**src/rtl/gc_ct_fifo.sv**
```systemverilog
module gc_ct_fifo #(
    parameter int WIDTH = 8,
    parameter int DEPTH = 2
) (
    input  logic             clk,
    input  logic             rst_n,
    input  logic             push,
    input  logic [WIDTH-1:0] din,
    output logic             full,
    input  logic             pop,
    output logic [WIDTH-1:0] dout,
    output logic             empty
);

    localparam int PW = $clog2(DEPTH);
    localparam int NW = $clog2(DEPTH + 1);

    logic [WIDTH-1:0] slot_reg [DEPTH];
    logic [PW-1:0]    wr_ptr_reg, wr_ptr_next;
    logic [PW-1:0]    rd_ptr_reg, rd_ptr_next;
    logic [NW-1:0]    count_reg, count_next;
    logic             do_push, do_pop;

    assign full    = (count_reg == NW'(DEPTH));
    assign empty   = (count_reg == '0);
    assign do_push = push && !full;
    assign do_pop  = pop && !empty;
    assign dout    = slot_reg[rd_ptr_reg];

    // Advance pointers and occupancy
    always_comb
    begin
        wr_ptr_next = wr_ptr_reg;
        rd_ptr_next = rd_ptr_reg;
        count_next  = count_reg;
        if (do_push)
        begin
            wr_ptr_next = (wr_ptr_reg == PW'(DEPTH - 1)) ? '0 : wr_ptr_reg + 1'b1;
        end
        if (do_pop)
        begin
            rd_ptr_next = (rd_ptr_reg == PW'(DEPTH - 1)) ? '0 : rd_ptr_reg + 1'b1;
        end
        if (do_push && !do_pop)
        begin
            count_next = count_reg + 1'b1;
        end
        else if (do_pop && !do_push)
        begin
            count_next = count_reg - 1'b1;
        end
    end

    always_ff @(posedge clk or negedge rst_n)
    begin
        if (!rst_n)
        begin
            wr_ptr_reg <= '0;
            rd_ptr_reg <= '0;
            count_reg  <= '0;
        end
        else
        begin
            wr_ptr_reg <= wr_ptr_next;
            rd_ptr_reg <= rd_ptr_next;
            count_reg  <= count_next;
        end
    end

    // Store the pushed request
    always_ff @(posedge clk)
    begin
        if (do_push)
        begin
            slot_reg[wr_ptr_reg] <= din;
        end
    end

endmodule

```
**config.mk**
```make
export PLATFORM = sky130hd
export DESIGN_NAME = gc_ct_fifo
export DESIGN_NICKNAME = d
export VERILOG_FILES = /design/src/rtl/gc_ct_fifo.sv
export SDC_FILE = /design/constraint.sdc
export NUM_CORES = 1
export LEC_CHECK = 0
export ABC_AREA = 0
export BUFFER_PORTS_ARGS = -buffer_cell sky130_fd_sc_hd__buf_4
export CORE_ASPECT_RATIO = 0.9
export CORE_MARGIN = 5
export CORE_UTILIZATION = 25
export CTS_BUF_LIST = sky130_fd_sc_hd__clkbuf_4 sky130_fd_sc_hd__clkbuf_8
export CTS_CLUSTER_DIAMETER = 120
export DETAILED_ROUTE_END_ITERATION = 6
export GPL_TIMING_DRIVEN = 1
export PLACE_DENSITY = 0.53
export SLEW_MARGIN = 0
export SYNTH_ARGS = -nofsm -noshare
export SYNTH_HDL_FRONTEND = slang
export SYNTH_SLANG_ARGS = --single-unit
```
**constraint.sdc**
```tcl
create_clock -name clk -period 1.9 [get_ports clk]
set_input_delay 0.38 -clock clk [delete_from_list [all_inputs] [get_ports clk]]
set_output_delay 0.38 -clock clk [all_outputs]
set_load 0.01 [all_outputs]
```
==> results.sh <==
export IMPL_clock_root_buffer="clkbuf_4"
export IMPL_antenna_cells=0
export IMPL_final_hold_violation_count=0
export IMPL_ant_nets=0
export IMPL_startpoint_type="flip-flop"
export IMPL_p_int_uw=1120
export IMPL_r2r_cells=7
export IMPL_hpwl_um=971
export IMPL_path_max_fanout=9
export IMPL_p_sw_uw=449
export IMPL_viasPerCell=3.82
export IMPL_yosysTopAreaCell="edfxtp_1"
export IMPL_syn_num_nets=57
export IMPL_vias=428
export IMPL_first_pass_iters=3
export IMPL_postCtsSetupRepairBufs=0
export IMPL_netlist_top_cells_area="edfxtp_1 61%, dfrtp_1 13%, mux2_1 8.6%"
export IMPL_clock_latency_ns=0.29
export IMPL_cts_tree="built"
export IMPL_tightestPinTransition_ns=0.399
export IMPL_grt_pass1_vias=469
export IMPL_grt_usage_pct=6.42
export IMPL_r2r_start="count_reg[0]$_DFFE_PN0P_"
export IMPL_cpMaxStageDelayCell="dfrtp_2"
export IMPL_cpPeakStageDelay_ns=0.52
export IMPL_swShare_pct=28.6
export IMPL_cp_cell_sequence="mux2_1 > buf_4"
export IMPL_seq_power_share_pct=45.5
export IMPL_fp_coreArea_mm2=0.00304
export IMPL_max_freq_mhz=592
export IMPL_reg2reg_to="count_reg[1]$_DFFE_PN0P_"
export IMPL_final_nets=84
export IMPL_die_h_um=63.1
export IMPL_cts_path_max_buffers=2
export IMPL_largest_reg_flops=16
export IMPL_num_io_pins=22
export IMPL_overflow=0
export IMPL_critical_path_endpoint_type="output port"
export IMPL_p_comb_share_pct=33.0
export IMPL_whs_path_depth=1
export IMPL_rsz0062_at_grt="no"
export IMPL_setup_ws_ns=0.210
export IMPL_post_drt_wl_per_cell_um=11.5
export IMPL_gp_congestion=0.609
export IMPL_die_area_mm2=0.00435
export IMPL_avgSynthCellArea_um2=17.8
export IMPL_drive_gt1_share_pct=44.3
export IMPL_syn_area_um2=782
export IMPL_hold_ws_ns=0.264
export IMPL_grt_pass1_wl_um=2060
export IMPL_p_per_area_mw_per_mm2=1480
export IMPL_routed_wl_um=1280
export IMPL_grt_max_degree=13
export IMPL_hp_class="in -> reg"
export IMPL_power_frac_clock_pct=21.5
export IMPL_tns_ns=0
export IMPL_dpl_worst_slack_ns=0.398
export IMPL_slew_violations=0
export IMPL_port_buffers=21
export IMPL_antenna_found_initial=0
export IMPL_fin_crit_ns=1.69
export IMPL_setup_viol=0
export IMPL_slew_headroom_pct=73.4
export IMPL_reg2reg_slack_ns=0.43
export IMPL_power_total_uw=1570
export IMPL_arrival_ns=1.31
export IMPL_required_ns=1.52
export IMPL_ir_drop_mv=0.715
export IMPL_status="finished, final reports clean"
export IMPL_cts_sinks=20
export IMPL_htree_levels=1
export IMPL_post_route_drc_count=0
export IMPL_min_from="din[3]"
export IMPL_ys_ff_latch=20
export IMPL_post_route_period_util_pct=88.9
export IMPL_min_to="slot_reg[0][3]$_DFFE_PP_"
export IMPL_syn_to_final_growth_pct=35.4
export IMPL_num_rows=19
export IMPL_die_w_um=69.0
export IMPL_cts_buffers_inserted=3
export IMPL_fillers=332
export IMPL_synthCells=44
export IMPL_worstSetupPathType="reg -> out"
export IMPL_fin_skew_ns=0.00915
export IMPL_synth_cell_types=15
export IMPL_dr_first_iter_drc_count=8
export IMPL_drv_cap=0
export IMPL_yosys_warnings=0
export IMPL_start_util_pct=25.7
export IMPL_yosysTopAreaCellShare_pct=61.4
export IMPL_clk_pin_slew_ns=0.11
export IMPL_synth_seq_area_share_pct=74.2
export IMPL_p_leak_uw=0.000428
## metal layers
metal | share of wire, % | global-route usage [%] | vias to the layer above
met3 | 11 | 3.91 | 0
met4 | 0 | 0.730 | 0
met5 | 0 | 0 | -
met2 | 46 | 10.2 | 15
met1 | 42 | 7.55 | 201
li1 | - | - | 212
## final cells by class
type                            instances  area, um^2  area share (%)
Sequential cell                        20         582            55.0
Multi-Input combinational cell         21         189            17.8
Timing Repair Buffer                   23         175            16.5
Tap cell                               42        52.6            4.96
Clock inverter                          1        30.0            2.84
Clock buffer                            3        22.5            2.13
Inverter                                2        7.51           0.709
## cell families (layout without fill, tap and decap cells)
logic type                 count (synthesis)  in the layout  synth area share [%]
AOI/OAI and AO/OA                          1              1                 0.639
and+or+nand+nor                            6              6                  3.84
xor gates and xnor gates                   5              5                  6.56
muxes                                      8              8                  11.5
adders and majority gates                  1              1                  1.60
buffers and inverters                      3             29                  1.60
DFF                                       20             20                  74.2
## through the flow
step	utilization, %	cells	cell area (um^2)
global route	34.8	112	1060
global placement	32.7	107	995
detailed placement	32.7	107	995
CTS	34.7	112	1060
floorplan	-	44	782
finish	34.8	112	1060
## cell usage in the layout, fill, tap and decap left out
cell and count:
xnor2_1 2, mux2_2 2, o21ai_1 1, clkbuf_4 3
ha_1 1, nor2_1 3, bufinv_16 1, xor2_1 2
nand2_2 1, edfxtp_1 16, mux2_1 6, nand2b_1 1
dfrtp_1 3, and3_1 1, dfrtp_2 1, buf_4 22
xnor2_2 1, inv_1 2, dlygate4sd3_1 1
## Yosys cell counts
| cell type | count |
|---|---|
| and3_1 | 1 |
| buf_2 | 1 |
| dfrtp_1 | 4 |
| edfxtp_1 | 16 |
| ha_1 | 1 |
| inv_1 | 2 |
| mux2_1 | 6 |
| mux2_2 | 2 |
| nand2_2 | 1 |
| nand2b_1 | 1 |
| nor2_1 | 3 |
| o21ai_1 | 1 |
| xnor2_1 | 2 |
| xnor2_2 | 1 |
| xor2_1 | 2 |
## worst max-delay path by stage
stage,depth (start not counted),start,end
final,2,rd_ptr_reg$_DFFE_PN0P_,dout[6]
after CTS,2,rd_ptr_reg$_DFFE_PN0P_,dout[2]
after global routing,2,rd_ptr_reg$_DFFE_PN0P_,dout[2]
after floorplan,3,count_reg[0]$_DFFE_PN0P_,slot_reg[0][0]$_DFFE_PP_
after detailed placement,2,rd_ptr_reg$_DFFE_PN0P_,dout[2]
after global placement,2,rd_ptr_reg$_DFFE_PN0P_,dout[5]
## timing repair
item / in CTS / in global routing
hold buffers: 1 / 0
endpoints found under the setup margin: 0 / 1
endpoints found under the hold margin: 4 / 0
gates resized for setup: 0 / 1
## power groups by stage
stage,registers [uW],logic (uW),clock network (uW)
floorplan,668,346,0
global placement,716,526,0
detailed placement,724,528,0
CTS,715,532,349
global route,732,567,370
finish,713,517,338
## worst max-delay path, delay by kind of cell (launching register included)
kind	cells	cell delay, ns
flops	1	0.52
mux	1	0.36
buf+inv	1	0.15
Note: power is estimated with default switching activity, not from simulation.
