**src/rtl/gc_ct_pkg.sv**
```systemverilog
package gc_ct_pkg;

    // Fixed field widths of the ports
    localparam int MODE_W     = 2;
    localparam int ADDR_W     = 32;
    localparam int SPAN_W     = 20;
    localparam int CFG_DATA_W = 32;
    localparam int CFG_IDX_W  = 2;
    localparam int CC_W       = 13;

    // Input modes
    localparam logic [MODE_W-1:0] MODE_MARK  = 2'd0;
    localparam logic [MODE_W-1:0] MODE_QUERY = 2'd1;
    localparam logic [MODE_W-1:0] MODE_CLEAR = 2'd2;

    // Configuration register indexes
    localparam logic [CFG_IDX_W-1:0] CFG_HEAP_BASE  = 2'd0;
    localparam logic [CFG_IDX_W-1:0] CFG_CARD_COUNT = 2'd1;

    // Reset value of the card count register
    localparam logic [CC_W-1:0] CC_RESET = 13'd4096;

    // Command classes passed from front to back
    typedef enum logic [1:0] {
        OP_MARK  = 2'd0,
        OP_QUERY = 2'd1,
        OP_CLEAR = 2'd2,
        OP_REPLY = 2'd3
    } op_t;

    localparam int OP_W = 2;

    // One result item
    typedef struct packed {
        logic dirty;
        logic out_of_range;
    } res_t;

endpackage

```
**src/rtl/gc_ct_front.sv**
```systemverilog
module gc_ct_front #(
    parameter int CARD_SHIFT  = 7,
    parameter int TABLE_DEPTH = 4096,
    parameter int ADDR_WIDTH  = 32
) (
    input  logic                                 clk,
    input  logic                                 rst_n,
    input  logic                                 push,
    output logic                                 full,
    input  logic [gc_ct_pkg::MODE_W-1:0]         mode,
    input  logic [gc_ct_pkg::ADDR_W-1:0]         address,
    input  logic [gc_ct_pkg::SPAN_W-1:0]         span_bytes,
    input  logic                                 is_array,
    input  logic                                 cfg_valid,
    input  logic [gc_ct_pkg::CFG_IDX_W-1:0]      cfg_index,
    input  logic [gc_ct_pkg::CFG_DATA_W-1:0]     cfg_data,
    input  logic                                 init_busy,
    output logic                                 cq_push,
    output logic [gc_ct_pkg::OP_W+2*$clog2(TABLE_DEPTH):0] cq_data,
    input  logic                                 cq_full
);

    import gc_ct_pkg::*;

    localparam int AW = ADDR_WIDTH;
    localparam int XW = (AW > ADDR_W) ? AW : ADDR_W;
    localparam int IW = $clog2(TABLE_DEPTH);
    localparam int LW = $clog2(TABLE_DEPTH + 1);
    localparam int CW = (AW > LW) ? AW : LW;
    localparam int SW = ((AW > SPAN_W) ? AW : SPAN_W) + 1;

    logic [ADDR_W-1:0] heap_base_reg;
    logic [CC_W-1:0]   card_count_reg;

    logic              s_valid_reg, s_valid_next;
    logic [MODE_W-1:0] s_mode_reg;
    logic [AW-1:0]     s_first_reg;
    logic [AW-1:0]     s_end_reg;
    logic              s_ovf_reg;
    logic              s_array_reg;

    logic [XW-1:0]     addr_x, hb_x;
    logic [AW-1:0]     addr_w, hb_shift, first_w, end_shift, last_w;
    logic [SPAN_W-1:0] span_m1;
    logic [SW-1:0]     end_sum;
    logic              end_ovf;
    logic              accept;

    logic [CW-1:0]     cc_x, depth_c, len_c, first_c, last_c;
    logic              bad_first, bad_query;
    op_t               op;
    logic              oor;

    // Write configuration registers
    always_ff @(posedge clk or negedge rst_n)
    begin
        if (!rst_n)
        begin
            heap_base_reg  <= '0;
            card_count_reg <= CC_RESET;
        end
        else if (cfg_valid)
        begin
            unique case (cfg_index)
                CFG_HEAP_BASE:  heap_base_reg  <= cfg_data;
                CFG_CARD_COUNT: card_count_reg <= cfg_data[CC_W-1:0];
                default:        ;
            endcase
        end
    end

    // Map address to card and compute array end
    always_comb
    begin
        addr_x    = XW'(address);
        addr_w    = addr_x[AW-1:0];
        hb_x      = XW'(heap_base_reg);
        hb_shift  = hb_x[AW-1:0] >> CARD_SHIFT;
        first_w   = (addr_w >> CARD_SHIFT) - hb_shift;
        span_m1   = (span_bytes == '0) ? '0 : span_bytes - 1'b1;
        end_sum   = SW'(addr_w) + SW'(span_m1);
        end_ovf   = |end_sum[SW-1:AW];
        end_shift = end_sum[AW-1:0] >> CARD_SHIFT;
    end

    assign full         = init_busy || (s_valid_reg && cq_full);
    assign accept       = push && !full;
    assign cq_push      = s_valid_reg && !cq_full;
    assign s_valid_next = accept ? 1'b1 : (cq_push ? 1'b0 : s_valid_reg);

    always_ff @(posedge clk or negedge rst_n)
    begin
        if (!rst_n)
        begin
            s_valid_reg <= 1'b0;
        end
        else
        begin
            s_valid_reg <= s_valid_next;
        end
    end

    // Hold the accepted request
    always_ff @(posedge clk)
    begin
        if (accept)
        begin
            s_mode_reg  <= mode;
            s_first_reg <= first_w;
            s_end_reg   <= end_shift;
            s_ovf_reg   <= end_ovf;
            s_array_reg <= is_array;
        end
    end

    // Classify the held request against the table length
    always_comb
    begin
        last_w    = s_array_reg ? (s_end_reg - hb_shift) : s_first_reg;
        cc_x      = CW'(card_count_reg);
        depth_c   = CW'(TABLE_DEPTH);
        len_c     = (cc_x > depth_c) ? depth_c : cc_x;
        first_c   = CW'(s_first_reg);
        last_c    = CW'(last_w);
        bad_first = (first_c >= len_c);
        bad_query = (s_array_reg && s_ovf_reg) || bad_first || (last_c >= len_c)
                    || (last_w < s_first_reg);
        unique case (s_mode_reg)
            MODE_MARK:
            begin
                op  = bad_first ? OP_REPLY : OP_MARK;
                oor = bad_first;
            end
            MODE_QUERY:
            begin
                op  = bad_query ? OP_REPLY : OP_QUERY;
                oor = bad_query;
            end
            MODE_CLEAR:
            begin
                op  = OP_CLEAR;
                oor = 1'b0;
            end
            default:
            begin
                op  = OP_REPLY;
                oor = 1'b0;
            end
        endcase
        cq_data = {op, oor, first_c[IW-1:0], last_c[IW-1:0]};
    end

endmodule

```
**config.mk**
```make
export PLATFORM = sky130hd
export DESIGN_NAME = gc_ct_front
export DESIGN_NICKNAME = d
export VERILOG_FILES = /design/src/rtl/gc_ct_pkg.sv /design/src/rtl/gc_ct_front.sv
export SDC_FILE = /design/constraint.sdc
export NUM_CORES = 1
export LEC_CHECK = 0
export ABC_AREA = 1
export BUFFER_PORTS_ARGS = -buffer_cell sky130_fd_sc_hd__clkbuf_2
export CAP_MARGIN = 15
export CORE_ASPECT_RATIO = 1.2
export CORE_MARGIN = 2
export CORE_UTILIZATION = 45
export DETAILED_ROUTE_END_ITERATION = 16
export HOLD_SLACK_MARGIN = 0.02
export PLACE_DENSITY = 0.7
export RECOVER_POWER = 25
export SYNTH_ARGS = -nofsm -noshare
export SYNTH_HDL_FRONTEND = slang
export SYNTH_SLANG_ARGS = --single-unit
```
**constraint.sdc**
```tcl
create_clock -name clk -period 4.4 [get_ports clk]
set_input_delay 0 -clock clk [delete_from_list [all_inputs] [get_ports clk]]
set_output_delay 0 -clock clk [all_outputs]
set_load 0.05 [all_outputs]
```
==> results of run 1 <==
## stage by stage
step	area, sq um	instances	hold WS, ns	setup WS, ns
after floorplan	9910	1420	-0.296	0.139
after global placement	10700	1796	0.101	0.767
after detailed placement	10700	1796	0.109	0.729
after CTS	11400	1852	0.0209	0.316
after global routing	11400	1852	0.0435	0.0305
final	11400	1852	0.0245	0.371
## worst max-delay path: cells and delay by family (launching register included)
kind / cells / cell delay [ns]
AOI/OAI and AO/OA: 5 / 0.95
xor gates and xnor gates: 1 / 0.16
buffers and inverters: 2 / 0.35
DFF: 1 / 0.37
and+or+nand+nor: 12 / 1.14
adders and majority gates: 2 / 0.69
## cells in the final DEF (no fill, tap or decap), types with 40 or more instances in the layout
master | Yosys | layout
a21oi_1 | 115 | 115
clkbuf_2 | 0 | 121
dlygate4sd3_1 | 0 | 40
edfxtp_1 | 55 | 55
ha_1 | 121 | 121
inv_1 | 240 | 240
nand2_1 | 344 | 344
nand3_1 | 67 | 67
nor2_1 | 128 | 127
o21ai_0 | 58 | 53
xor2_1 | 40 | 40
## layer usage
| layer | vias up | track usage, % | part of all wire (%) |
|---|---|---|---|
| met5 | - | 0 | 0 |
| met4 | 0 | 7.55 | 2.3 |
| met3 | 39 | 2.13 | 3.7 |
| met2 | 267 | 43.8 | 49 |
| met1 | 4449 | 32.7 | 45 |
| li1 | 4932 | - | - |
## synthesized netlist by cell type, types with 4 or more instances
cell type,number
buf_4,13
xnor2_1,23
o21bai_1,4
o21ai_1,5
nor4_1,9
nor2_2,9
mux2_2,7
inv_1,240
nand3b_1,4
nand2_2,17
xor2_1,40
a21o_1,8
edfxtp_1,55
inv_2,5
a21oi_1,115
nand4_1,29
ha_1,121
dfrtp_1,38
o21ai_0,58
nand3_1,67
nand3_2,5
o21a_1,8
nor3_1,17
o21ai_2,6
nor2_1,128
nand2_1,344
a21oi_2,4
clkbuf_1,9
## how the worst max path moves through the flow
stage,depth (start not counted),from,end,slack [ns]
floorplan,26,s_end_reg[0],cq_data[26],0.14
global placement,29,s_end_reg[0],cq_data[26],0.77
detailed placement,29,s_end_reg[0],cq_data[26],0.73
CTS,29,s_end_reg[0],cq_data[26],0.32
global route,22,hb_x[10],cq_data[26],0.03
finish,22,hb_x[9],cq_data[26],0.37
## kinds of logic after synthesis
| family | synth area share [%] |
|---|---|
| adder cells (fa/ha/maj) | 15.7 |
| buffers and inverters | 11.0 |
| AND/OR/NAND/NOR | 27.7 |
| multiplexers | 0.795 |
| flip-flops | 26.5 |
| XOR/XNOR | 5.57 |
| AO/OA/AOI/OAI | 12.7 |
## power groups by stage
stage	combinational (mW)	clock, mW	sequential, mW
finish	2.02	0.839	1.16
global route	2.27	0.883	1.17
CTS	2.00	0.846	1.16
detailed placement	1.96	0	1.18
global placement	1.93	0	1.17
floorplan	1.48	0	1.14
## final cells by class
class                           count  share of cell area, %
Timing Repair Buffer              168                   9.12
Clock inverter                      7                  0.700
Tap cell                          274                   3.00
Sequential cell                    94                   23.0
Multi-Input combinational cell   1055                   54.2
Clock buffer                        9                   1.97
Inverter                          245                   8.04
## repair_timing
item | in CTS | in global routing
resized for setup | 0 | 6
endpoints found under the hold margin | 82 | 0
hold buffers | 40 | 0
setup endpoints to repair | 0 | 2
==> metrics.txt, run 1 <==
final net count=between 1500 and 2000; Comb power frac=50.3%; worst min path class=in2reg; syn nets=1638; antenna violations before repair=0; hold_sp=address[22]; #FFs+latches synth=94; period utilization=91.6%; drt wl/cell=15.5 um; Routed WL=28.7 mm; total power=between 4 and 5 mW; full die area=23200 sq um; synthesized cell area=9910 sq um; Worst Skew=0.0116 ns; prevailing post-synth register cell=edfxtp_1; Hold Vio Cnt, Final=0; vias in the first global route=9571; worst reg-to-reg setup slack=1.52 ns; top cells by area, synth=edfxtp_1 17%, ha_1 15%, nand2_1 13%, dfrtp_1 9.6%, inv_1 9.1%; Finished Core Util=52.9%; total grt overflow=0; Port Buf Inserts=123; # rows=just under 60; Max Slew Vio Count=91; Setup TNS=0 ns; Top Ports=124; Worst-path clk slew=0.08 ns; Lkg Pwr=just under 6 nW; register area share after synthesis=26.5%; top cell type by total area after synthesis=edfxtp_1; clock group share of total power=between 20% and 30%; PwrDens=roughly 350 nW/um^2; most used cell, CP=nand2_1; placed wire-length estimate=about 24 mm; Worst EP required=4.40 ns; Sw Share=44.2%; Longest Clk Path Bufs=2; Setup CP Type=reg2out; Synth top area share=16.7%; minimum clock period=4.03 ns; Synth warnings=0; Int Pwr=between 2 and 2.5 mW; r2r startpoint=hb_x[21]; Clock Sinks=94; Ant. Diodes=0; CTS tree=built; VDD IR max=0.000197 V; Post-DRT Antenna Nets=0; CP Capture Type=output port; Setup-failing EPs final=0; part of the power in registers=28.8%; DRT Pass-1 Iters=5; worst hold endpoint=s_end_reg[15]; FFs w/ async S/R, synth=between 40% and 50%; cell count of the worst reg-to-reg path=10; CTS root buf=clkbuf_16; die width=between 100 and 150 um; Distinct cells, synth=51; largest net degree at the start of global routing=56; Avg Inst Size Synth=roughly 7.0 sq um; layout cells sized above 1=12.9%; Worst Hold Depth=3; Least-Margin Pin Slew=2.47 ns; All-Layer GR Usage=about a quarter; initial core utilization=45.8%; vias after detailed routing=9687; unrepaired setup endpoints after global routing=false; Slowest cell on crit path=o21ai_0; CP startpoint kind=register; # fillers=~2200; Num CTS Buffers=9; Post CTS Setup Buffer Count=0; worst reg2reg path endpoint=first_c[22]; vias per cell=5.23; failing checks=capacitance limit, slew limit; Switch Pwr=approximately 1.8 mW; Die Ht=167 um; first-pass GRT wire length=47.0 mm; Worst Path Max Fanout=6; CP Cell Sequence=inv_1 -> ha_1 -> nand2_1 -> nand2_1 -> a21oi_1 -> nand2_2 -> nand2_1 -> nand2_1 -> xnor2_1 -> o21ai_0 -> ha_1 -> a21oi_1 -> nand3b_1 -> a21oi_1 -> nor3_1 -> nand3_1 -> a21oi_1 -> nor2_1 -> nand3_1 -> nand2_1 -> nand2_1 -> clkbuf_2; number of flip-flops under the largest register name=26; Final GP Congestion=0.931; area grow syn2layout=15.4%; Crit path largest cell delay=0.40 ns; Post-synth EDFFs=between 50 and 60; total of max-cap violations=2; depth of the CTS H-tree=3; register area=roughly 2600 sq um; Core Area=21600 sq um; WP data arrival=4.03 ns; residual DRC count=0; Skew-Pair Late Insertion Delay=0.36 ns; Iter 0 DRT Violations=588; Fmax achieved=between 0.2 and 0.25 GHz; status=complete, but fails checks; relative slew slack=-64.6%; Post-Synthesis Cells=roughly 1400; area taken by multi-input logic gates=between 6000 and 7000 sq um
No activity file was read; power rests on OpenSTA's default activity.
==> run 2: changes to the inputs <==
CORE_UTILIZATION = 54   (was 45)
PLACE_DENSITY = 0.81   (was 0.7)
==> run 2 against run 1 <==
Against the previous run: core utilization grew 9.9 points; sequential power about the same; wire length decreased by 3.7%; critical endpoint unchanged; clock power is 4.4% lower; the run still ends with capacitance limit, slew limit left; non-clock buffer count is 1 higher; global-route usage increased by 3.8 points; register-to-register slack improved by 0.30 ns.
==> metrics.txt, run 2 (synthesis results as in run 1) <==
status=complete, but fails checks; failing checks=capacitance limit, slew limit; total of max-cap violations=2 (unchanged); first-pass GRT wire length=45.1 mm (-4.0%); Worst EP required=4.40 ns (about the same); All-Layer GR Usage=28.8% (+3.8 points); vias per cell=5.39 (+3.1%); Post CTS Setup Buffer Count=0 (unchanged); VDD IR max=0.000203 V (+3.0%); CTS tree=built; Longest Clk Path Bufs=2 (unchanged); PwrDens=349 nW/um^2 (-0.56%); Least-Margin Pin Slew=2.16 ns (-0.307 ns); die width=128 um (-8.5%); Worst Skew=0.0149 ns (+0.00336 ns); Num CTS Buffers=9 (unchanged); layout cells sized above 1=12.9% (about the same); initial core utilization=54.7% (+8.9 points); depth of the CTS H-tree=3 (unchanged); Core Area=18100 sq um (-16%); slack of the critical path=0.460 ns (+0.0895 ns); total grt overflow=0 (unchanged); Setup CP Type=reg2out; unrepaired setup endpoints after global routing=false; area grow syn2layout=14.8%; Placement Setup Slack=0.659 ns (-0.0704 ns); relative slew slack=-44.2% (+20 points); full die area=19500 sq um (-16%); residual DRC count=0 (unchanged); WP data arrival=3.94 ns (-0.09 ns); largest net degree at the start of global routing=51 (-8.9%); Max Slew Vio Count=87 (-4.4%); final net count=1792 (+0.056%); most common cell after layout, fill and taps aside=nand2_1; Setup-failing EPs final=0 (unchanged); Post-DRT Antenna Nets=0 (unchanged); Crit path largest cell delay=0.42 ns (+0.02 ns); Slowest cell on crit path=fa_2; Routed WL=27.6 mm (-3.7%); most frequent cells in the layout=344 x nand2_1, 240 x inv_1, 127 x nor2_1, 121 x ha_1, 121 x clkbuf_2; Worst-path clk slew=0.07 ns (about the same); Hold Vio Cnt, Final=0 (unchanged); drt wl/cell=15.3 um (-1.0%); Lkg Pwr=5.96 nW (about the same); minimum clock period=3.94 ns (-0.0895 ns); CTS root buf=clkbuf_16; DRT Pass-1 Iters=7 (+2); Die Ht=152 um (-8.5%); total power=3.97 mW (-1.1%); CP Capture Type=output port; worst min path class=in2reg; most used cell, CP=nand2_1; Final GP Congestion=1.02 (+9.7%); period utilization=89.5% (-2.0 points); antenna violations before repair=0 (unchanged); number of flip-flops under the largest register name=26 (unchanged); Worst Path Max Fanout=5 (-1); Iter 0 DRT Violations=796 (+35%); vias in the first global route=9513 (-0.61%); placed wire-length estimate=22.9 mm (-3.1%); Ant. Diodes=0 (unchanged); Clock Sinks=94 (unchanged); Skew-Pair Late Insertion Delay=0.36 ns (about the same); worst hold slack=0.0327 ns (+0.00821 ns); CP startpoint kind=register; Top Ports=124 (unchanged); Port Buf Inserts=123 (unchanged); Setup TNS=0 ns (unchanged); vias after detailed routing=9720 (+0.34%); # rows=54 (-8.5%); Fmax achieved=0.254 GHz (+2.3%)
[run 2: layer usage]
layer | part of all wire, % | track usage, % | up-vias
li1 | - | - | 4949
met1 | 44 | 37.0 | 4417
met2 | 49 | 50.5 | 308
met3 | 4.6 | 3.09 | 46
met4 | 2.7 | 9.05 | 0
met5 | 0 | 0 | -
[run 2: worst paths after layout]
path | endpoint | start | slack (ns) | cells past startpoint
max | cq_data[26] | s_end_reg[0] | 0.46 | 29
min | s_end_reg[15] | address[22] | 0.03 | 3
max reg2reg | first_c[22] | hb_x[21] | 1.82 | 10
min reg2reg | hb_x[12] | hb_x[12] | 0.50 | 2
max in group asynchronous | hb_x[13] | rst_n | 2.17 | 3
min in group asynchronous | hb_x[28] | rst_n | 0.04 | 2
[run 2: what timing repair did]
item,CTS,global route
hold endpoints to repair,82,0
setup endpoints to repair,0,2
gates resized for setup,0,6
hold buffers,40,0
[run 2: per-stage QoR]
step	cell area [sq um]	cells	utilization [%]
after detailed placement	10700	1746	59.0
final	11400	1803	62.8
after global routing	11400	1803	62.8
after floorplan	9910	1420	-
after CTS	11400	1802	62.8
after global placement	10700	1746	59.0
[run 2: area by class of cell]
class	instances	area (sq um)
Clock buffer	12	258
Sequential cell	94	2630
Tap cell	224	280
Clock inverter	4	37.5
Multi-Input combinational cell	1055	6200
Timing Repair Buffer	169	1050
Fill cell	1680	6730
Inverter	245	920
[run 2: critical path: cells and delay by family (launching register included)]
family / cells / cell delay, ns
compound gates: 1 / 0.19
fa+ha+maj: 3 / 0.86
xor+xnor: 1 / 0.14
simple gates: 20 / 1.56
flops: 1 / 0.38
buf+inv: 4 / 0.45
[run 2: power by group]
group / internal, mW / switching, mW / total, mW
logic: 0.706 / 1.31 / 2.01
clock network: 0.428 / 0.374 / 0.802
registers: 1.08 / 0.0719 / 1.16
